File: src/design/kvt_pkg.sv
package kvt_pkg;

  // table geometry
  localparam int unsigned DEPTH      = 16;
  localparam int unsigned KEY_BITS   = 16;
  localparam int unsigned VALUE_BITS = 32;
  localparam int unsigned CNT_W      = $clog2(DEPTH + 1);

  // action codes
  localparam logic [1:0] ACT_INSERT = 2'd0;
  localparam logic [1:0] ACT_DELETE = 2'd1;
  localparam logic [1:0] ACT_LOOKUP = 2'd2;

  // status codes
  localparam logic [1:0] ST_DONE     = 2'd0;
  localparam logic [1:0] ST_NOTFOUND = 2'd1;
  localparam logic [1:0] ST_FULL     = 2'd2;
  localparam logic [1:0] ST_EXISTS   = 2'd3;

  // one command transfer
  typedef struct packed {
    logic [1:0]            action;
    logic [KEY_BITS-1:0]   key;
    logic [VALUE_BITS-1:0] data_in;
  } kvt_cmd_t;

  // one result transfer
  typedef struct packed {
    logic                  found;
    logic [1:0]            status;
    logic [VALUE_BITS-1:0] data_out;
    logic [CNT_W-1:0]      entry_count;
    logic                  is_full;
    logic                  is_empty;
  } kvt_rsp_t;

  // signals broadcast to every cell
  typedef struct packed {
    logic [KEY_BITS-1:0]   key;
    logic [VALUE_BITS-1:0] data;
    logic                  del_en;
  } kvt_bcast_t;

  // per-cell slot control
  typedef struct packed {
    logic occ;
    logic ins_en;
  } kvt_slot_t;

endpackage

File: src/design/kvt_cell.sv
module kvt_cell
  import kvt_pkg::*;
(
  input  logic                  clk_i,
  input  kvt_bcast_t            bcast_i,
  input  kvt_slot_t             slot_i,
  input  logic                  seen_i,
  input  logic [VALUE_BITS-1:0] acc_i,
  input  logic [KEY_BITS-1:0]   nbr_key_i,
  input  logic [VALUE_BITS-1:0] nbr_val_i,
  output logic                  seen_o,
  output logic [VALUE_BITS-1:0] acc_o,
  output logic [KEY_BITS-1:0]   key_o,
  output logic [VALUE_BITS-1:0] val_o
);

  logic [KEY_BITS-1:0]   key_q, key_d;
  logic [VALUE_BITS-1:0] val_q, val_d;
  logic                  match;

  // compare against the command key, only for occupied slots
  assign match  = slot_i.occ && (key_q == bcast_i.key);
  assign seen_o = seen_i | match;
  assign acc_o  = acc_i | (match ? val_q : '0);
  assign key_o  = key_q;
  assign val_o  = val_q;

  // append, or take the upper neighbor at and above a deleted slot
  always_comb begin
    key_d = key_q;
    val_d = val_q;
    if (slot_i.ins_en) begin
      key_d = bcast_i.key;
      val_d = bcast_i.data;
    end else if (bcast_i.del_en && seen_o) begin
      key_d = nbr_key_i;
      val_d = nbr_val_i;
    end
  end

  always_ff @(posedge clk_i) begin
    key_q <= key_d;
    val_q <= val_d;
  end

endmodule

File: src/design/key_value_table.sv
// channel   direction  handshake            payload
// command   in         start / busy         cmd_i (kvt_cmd_t)
// result    out        done_o strobe        rsp_o (kvt_rsp_t)
//
// One command per cycle: busy stays low, every cell compares its key and
// shifts in the cycle of the transfer, set by the match and shift chain.
// The result shows on rsp_o with done_o for one cycle, the cycle after
// the command transfer. Reset empties the table at once, no clearing pass.
// The receiver cannot stall; results are never held back.
module key_value_table
  import kvt_pkg::*;
(
  input  logic     clk_i,
  input  logic     rst_ni,
  input  logic     start,
  output logic     busy,
  input  kvt_cmd_t cmd_i,
  output logic     done_o,
  output kvt_rsp_t rsp_o
);

  logic [CNT_W-1:0]      count_q, count_d;
  logic                  done_q;
  kvt_rsp_t              rsp_q, rsp_d;
  logic                  accept;
  logic                  hit, full;
  logic                  ins_ok, del_ok;
  kvt_bcast_t            bcast;
  kvt_slot_t             slot   [DEPTH];
  logic                  seen   [DEPTH+1];
  logic [VALUE_BITS-1:0] acc    [DEPTH+1];
  logic [KEY_BITS-1:0]   cell_key [DEPTH];
  logic [VALUE_BITS-1:0] cell_val [DEPTH];

  assign busy   = 1'b0;
  assign accept = start && !busy;
  assign full   = (count_q == CNT_W'(DEPTH));
  assign hit    = seen[DEPTH];

  // decode the command
  assign ins_ok = accept && (cmd_i.action == ACT_INSERT) && !hit && !full;
  assign del_ok = accept && (cmd_i.action == ACT_DELETE) && hit;

  assign bcast.key    = cmd_i.key;
  assign bcast.data   = cmd_i.data_in;
  assign bcast.del_en = del_ok;

  assign seen[0] = 1'b0;
  assign acc[0]  = '0;

  // row of cells, match and shift chain from slot 0 upward
  for (genvar i = 0; i < DEPTH; i++) begin : g_cell
    assign slot[i].occ    = (CNT_W'(i) < count_q);
    assign slot[i].ins_en = ins_ok && (CNT_W'(i) == count_q);

    if (i == DEPTH - 1) begin : g_top
      kvt_cell u_cell (
        .clk_i     (clk_i),
        .bcast_i   (bcast),
        .slot_i    (slot[i]),
        .seen_i    (seen[i]),
        .acc_i     (acc[i]),
        .nbr_key_i (cell_key[i]),
        .nbr_val_i (cell_val[i]),
        .seen_o    (seen[i+1]),
        .acc_o     (acc[i+1]),
        .key_o     (cell_key[i]),
        .val_o     (cell_val[i])
      );
    end else begin : g_mid
      kvt_cell u_cell (
        .clk_i     (clk_i),
        .bcast_i   (bcast),
        .slot_i    (slot[i]),
        .seen_i    (seen[i]),
        .acc_i     (acc[i]),
        .nbr_key_i (cell_key[i+1]),
        .nbr_val_i (cell_val[i+1]),
        .seen_o    (seen[i+1]),
        .acc_o     (acc[i+1]),
        .key_o     (cell_key[i]),
        .val_o     (cell_val[i])
      );
    end
  end

  // occupancy
  always_comb begin
    count_d = count_q;
    if (ins_ok) begin
      count_d = count_q + CNT_W'(1);
    end else if (del_ok) begin
      count_d = count_q - CNT_W'(1);
    end
  end

  // result word
  always_comb begin
    rsp_d          = rsp_q;
    rsp_d.found    = hit;
    rsp_d.status   = ST_DONE;
    rsp_d.data_out = '0;
    case (cmd_i.action)
      ACT_INSERT: begin
        if (hit) begin
          rsp_d.status = ST_EXISTS;
        end else if (full) begin
          rsp_d.status = ST_FULL;
        end
      end
      default: begin
        if (hit) begin
          rsp_d.data_out = acc[DEPTH];
        end else begin
          rsp_d.status = ST_NOTFOUND;
        end
      end
    endcase
    rsp_d.entry_count = count_d;
    rsp_d.is_full     = (count_d == CNT_W'(DEPTH));
    rsp_d.is_empty    = (count_d == '0);
  end

  always_ff @(posedge clk_i or negedge rst_ni) begin
    if (!rst_ni) begin
      count_q <= '0;
      done_q  <= 1'b0;
    end else begin
      count_q <= count_d;
      done_q  <= accept;
    end
  end

  always_ff @(posedge clk_i) begin
    if (accept) begin
      rsp_q <= rsp_d;
    end
  end

  assign done_o = done_q;
  assign rsp_o  = rsp_q;

endmodule

File: config.mk
export PLATFORM = sky130hd
export DESIGN_NAME = key_value_table
export DESIGN_NICKNAME = d
export VERILOG_FILES = /design/src/design/kvt_pkg.sv /design/src/design/kvt_cell.sv /design/src/design/key_value_table.sv
export SDC_FILE = /design/constraint.sdc
export NUM_CORES = 1
export LEC_CHECK = 0
export ABC_CLOCK_PERIOD_IN_PS = 6700
export BUFFER_PORTS_ARGS = -buffer_cell sky130_fd_sc_hd__buf_2
export CAP_MARGIN = 20
export CORE_MARGIN = 2
export CORE_UTILIZATION = 63
export CTS_CLUSTER_DIAMETER = 50
export CTS_CLUSTER_SIZE = 28
export DETAILED_ROUTE_END_ITERATION = 12
export PLACE_DENSITY = 0.77
export SETUP_SLACK_MARGIN = 0.2
export SYNTH_ARGS = -nofsm -noshare
export SYNTH_HDL_FRONTEND = slang
export SYNTH_SLANG_ARGS = --single-unit
File: constraint.sdc
create_clock -name clk_i -period 6.7 [get_ports clk_i]
set_clock_uncertainty 0.15 [all_clocks]
set_input_delay 0.67 -clock clk_i [delete_from_list [all_inputs] [get_ports clk_i]]
set_output_delay 0.67 -clock clk_i [all_outputs]
set_load 0.005 [all_outputs]
==> impl_summary.log <==
INFO  metric initial_core_util = 63.63%
INFO  metric cp_data_arrival_time = 5.84 ns
INFO  metric post_route_cells_drive_above_1_share = 34.03%
INFO  metric grt_remaining_overflow = 0
INFO  metric ys_ff_latch = 816
INFO  metric crit_path_max_incr_delay = 0.88 ns
INFO  metric final_max_slew_viol_count = 0
INFO  metric synth_fp_nets = 2721
INFO  metric ctsResizeCount = 0
INFO  metric netSwitchingFraction = 26.46%
INFO  metric global_route_wire_length_before_repair = 179.8 mm
INFO  metric tritoncts = built
INFO  metric remaining_drc_errors = 0
INFO  metric layout_worst_path_cycle_share = 84.60%
INFO  metric yosys-top-cells-area = sky130_fd_sc_hd__edfxtp_1 (59%), sky130_fd_sc_hd__mux2_2 (14%), sky130_fd_sc_hd__mux2_1 (4.9%), sky130_fd_sc_hd__xor2_1 (3.6%), sky130_fd_sc_hd__a221oi_1 (2.7%)
INFO  metric timing.final.hold_violations = 0
INFO  metric vdd_ir_drop_max = 278.2 µV
INFO  metric finalWirelength = 124.2 mm
INFO  metric die_height = 258.9 µm
INFO  metric yosys-top-cells-count = sky130_fd_sc_hd__edfxtp_1 (810), sky130_fd_sc_hd__mux2_2 (524), sky130_fd_sc_hd__mux2_1 (178)
INFO  metric synth_top_area_share = 59.41%
INFO  metric num_vias = 26585
INFO  metric switching_power = 3.151 mW
INFO  metric layout.area.seq = 0.02447 mm²
INFO  metric timing.final.setup_violations = 0
INFO  metric yosys.cell_count.top_type = sky130_fd_sc_hd__edfxtp_1
INFO  metric internal-power = 8.758 mW
INFO  metric worstPathRequired = 6.88 ns
INFO  metric worst_setup_path_end_kind = flop
INFO  metric grt_antenna_before_repair = 5
INFO  metric setup_total_negative_slack = 0 ns
INFO  metric cp_num_buf_inv = 2
INFO  metric fin_nets = 2776
INFO  metric antenna_violating_nets_post_route = 0
INFO  metric drtIter0Drc = 3743
INFO  metric clkSlewWorstSetupHoldPaths = 0.09 ns
INFO  metric yosys_cell_types = 63
INFO  metric crit_path_cell_trace = buf_4 > nor3_4 > o21ai_1 > nand4_1 > nor4_4 > or3_1 > nor2_1 > and3_1 > and4_4 > o21bai_4 > buf_4
INFO  metric post-place-cells = 3484
INFO  metric grt_max_degree = 49
INFO  metric crit_path_frequent_cell = sky130_fd_sc_hd__buf_4
INFO  metric grt.total_usage = 36.91%
INFO  metric synthesis.instances = 2662
INFO  metric cts_max_path_buffers = 3
INFO  metric combinationalPowerShare = 8.8%
INFO  metric crit_type = flop to flop
INFO  metric postSynth.asyncResetShare = 0.7353%
INFO  metric cts-htree-levels = 3
INFO  metric hold_path_class = primary input to flop
INFO  metric timing.fmax = 0.1764 GHz
INFO  metric hold_path.startpoint = cmd_i[26]
INFO  metric area_taken_by_multi_input_logic_gates = 0.01548 mm²
INFO  metric die_width = 258.9 µm
INFO  metric dieArea = 0.06704 mm²
INFO  metric place.gp.congestion = 0.9502
INFO  metric area_delta_synth_final = 11.17%
INFO  metric netlist_area = 0.04094 mm²
INFO  metric synth-main-ff-cell = sky130_fd_sc_hd__edfxtp_1
INFO  metric worst_setup_path_startpoint = count_q[2]
INFO  metric route.detailed.vias_per_inst = 7.292
INFO  metric cp_slowest_cell = sky130_fd_sc_hd__and3_1
INFO  metric p_clk_share = 42.6%
INFO  metric outcome = finished, final reports clean
INFO  metric cts.root.buffer_cell = sky130_fd_sc_hd__clkbuf_16
INFO  metric core_area = 0.06435 mm²
INFO  metric fin_cells = 3646
INFO  metric cts_sinks = 816
INFO  metric synth-warning-count = 0
INFO  metric place_area = 0.04247 mm²
INFO  metric crit_path_launch_type = flop
INFO  metric postSynthAreaPerCell = 15.38 µm²
INFO  metric timing_worst_slew_pin_value = 1.153 ns
INFO  metric design_area = 0.04551 mm²
INFO  metric synth_enable_flop_cells = 810
INFO  metric maxSlewHeadroom = 22.95%
INFO  metric io_pins = 97
INFO  metric timing.critical_path.max_delay_family = simple AND/OR/NAND/NOR gates
INFO  metric netlist.top_cell.by_area = sky130_fd_sc_hd__edfxtp_1
INFO  metric period_needed = 5.668 ns
INFO  metric regToRegStartpoint = count_q[2]
INFO  metric rsz_0062_raised_after_global_routing = no
INFO  metric grt_pass1_vias = 26524
INFO  metric dr.pass1.iters = 6
INFO  metric critical_path.max_fanout = 22
INFO  metric rows = 93
INFO  metric portBuffers = 95
INFO  metric sequentialPowerShare = 48.7%
INFO  metric maxCapViolCount = 0
INFO  metric wl_per_instance = 34.08 µm
INFO  metric p_leak = 14.96 nW
INFO  metric tritoncts.num_buffers = 84
INFO  metric ratio_of_total_power_to_cell_area = 261.7 mW/mm²
INFO  metric synth-seq-area-share = 59.78%
INFO  metric insertion_delay = 0.67 ns
INFO  metric dp.final_hpwl = 74.41 mm
INFO  metric count_of_filler_cells_inserted_in_the_layout = 4172
## metrics by stage
step           hold slack, ns  total power [mW]  util (%)  setup WS [ns]
6_report               0.2206             11.91     70.73          1.032
5_1_grt                0.2199             12.16     70.73         0.9111
4_1_cts                0.2010             11.89     70.71          1.091
3_5_place_dp           0.3764             6.900     66.01         0.7007
3_3_place_gp           0.3660             6.880     65.96         0.5909
2_1_floorplan          0.2244             6.490         -         0.1353
## power groups by stage
stage	combinational [mW]	sequential, mW	clock (mW)
2_1_floorplan	0.625	5.87	0
3_3_place_gp	0.982	5.90	0
3_5_place_dp	0.998	5.90	0
4_1_cts	1.01	5.79	5.09
5_1_grt	1.08	5.80	5.28
6_report	1.04	5.79	5.07
## layer usage
| metal | share of wire [%] | up-vias | global-route usage [%] | wire length, µm |
|---|---|---|---|---|
| li1 | - | 10778 | - | - |
| met1 | 39 | 13350 | 53.03 | 48520 |
| met2 | 44 | 2077 | 54.49 | 54540 |
| met3 | 13 | 374 | 9.559 | 16380 |
| met4 | 3.8 | 6 | 13.81 | 4766 |
| met5 | 0.029 | - | 0 | 36 |
## cells in the final DEF, fill, tap and decap left out, types with 7 or more instances in the layout
cell type,Yosys,layout
sky130_fd_sc_hd__buf_12,0,8
sky130_fd_sc_hd__clkinv_8,0,12
sky130_fd_sc_hd__nand4_1,35,35
sky130_fd_sc_hd__nand3_1,29,28
sky130_fd_sc_hd__nor2_1,27,25
sky130_fd_sc_hd__a41oi_1,32,32
sky130_fd_sc_hd__nor3_1,8,7
sky130_fd_sc_hd__inv_6,0,22
sky130_fd_sc_hd__a21oi_1,7,7
sky130_fd_sc_hd__nand4b_1,9,9
sky130_fd_sc_hd__xor2_1,166,166
sky130_fd_sc_hd__mux2_1,178,178
sky130_fd_sc_hd__buf_4,19,101
sky130_fd_sc_hd__mux2_2,524,524
sky130_fd_sc_hd__xnor2_1,95,95
sky130_fd_sc_hd__a221oi_1,128,128
sky130_fd_sc_hd__nor4_1,65,64
sky130_fd_sc_hd__a22o_1,128,128
sky130_fd_sc_hd__nand2_1,28,26
sky130_fd_sc_hd__buf_2,82,95
sky130_fd_sc_hd__edfxtp_1,810,810
sky130_fd_sc_hd__nor4_4,3,9
sky130_fd_sc_hd__nor4b_1,10,10
sky130_fd_sc_hd__inv_8,0,12
sky130_fd_sc_hd__inv_1,9,9
sky130_fd_sc_hd__mux2_4,18,18
sky130_fd_sc_hd__o21ai_4,0,10
sky130_fd_sc_hd__clkbuf_16,0,87
sky130_fd_sc_hd__or3_1,7,7
## flip-flops by register name, summed over array words and instances, names as in the netlist
signal and flops:
g_cell.g_mid.u_cell.val_o 480, g_cell.g_mid.u_cell.key_o 240, rsp_o 42, g_cell.g_top.u_cell.val_o 32, g_cell.g_top.u_cell.key_o 16, count_q 5
done_o 1
## cells by family (layout without fill, tap and decap cells)
logic type,Yosys count,after routing,share of synthesized area (%)
fa+ha+maj,6,6,0.1834
xor+xnor,261,261,5.583
flops,816,816,59.78
buf+inv,246,373,3.194
compound gates,333,333,6.873
mux,722,722,20.02
other cells,1,3,0.009159
simple gates,277,277,4.364
## timing repair
action | 4_1_cts | 5_1_grt
setup buffers | 0 | 0
endpoints found under the setup margin | 0 | 0
endpoints found under the hold margin | 6 | 0
hold buffers | 1 | 0
## path summary, 6_finish.rpt
| path | to | slack (ns) | depth (start not counted) |
|---|---|---|---|
| max in group asynchronous | count_q[1] | 5.91 | 2 |
| setup reg to reg | g_cell[3].g_mid.u_cell.key_o[14] | 1.03 | 11 |
| hold reg to reg | g_cell[5].g_mid.u_cell.val_o[12] | 0.41 | 1 |
| hold / removal | g_cell[15].g_top.u_cell.val_o[26] | 0.22 | 1 |
| min in group asynchronous | count_q[0] | 0.29 | 2 |
| setup / recovery | g_cell[3].g_mid.u_cell.key_o[14] | 1.03 | 11 |
## layout make-up
type                       count  area share, %
sequential                   816          53.77
tap                          855          2.350
antenna                        2        0.01100
clock buffer                  90          4.808
clock inverter                68          1.820
multi-input combinational   1600          34.02
timing repair buffer         206          3.145
inverter                       9        0.07422
(Power assumes the default switching activity.)
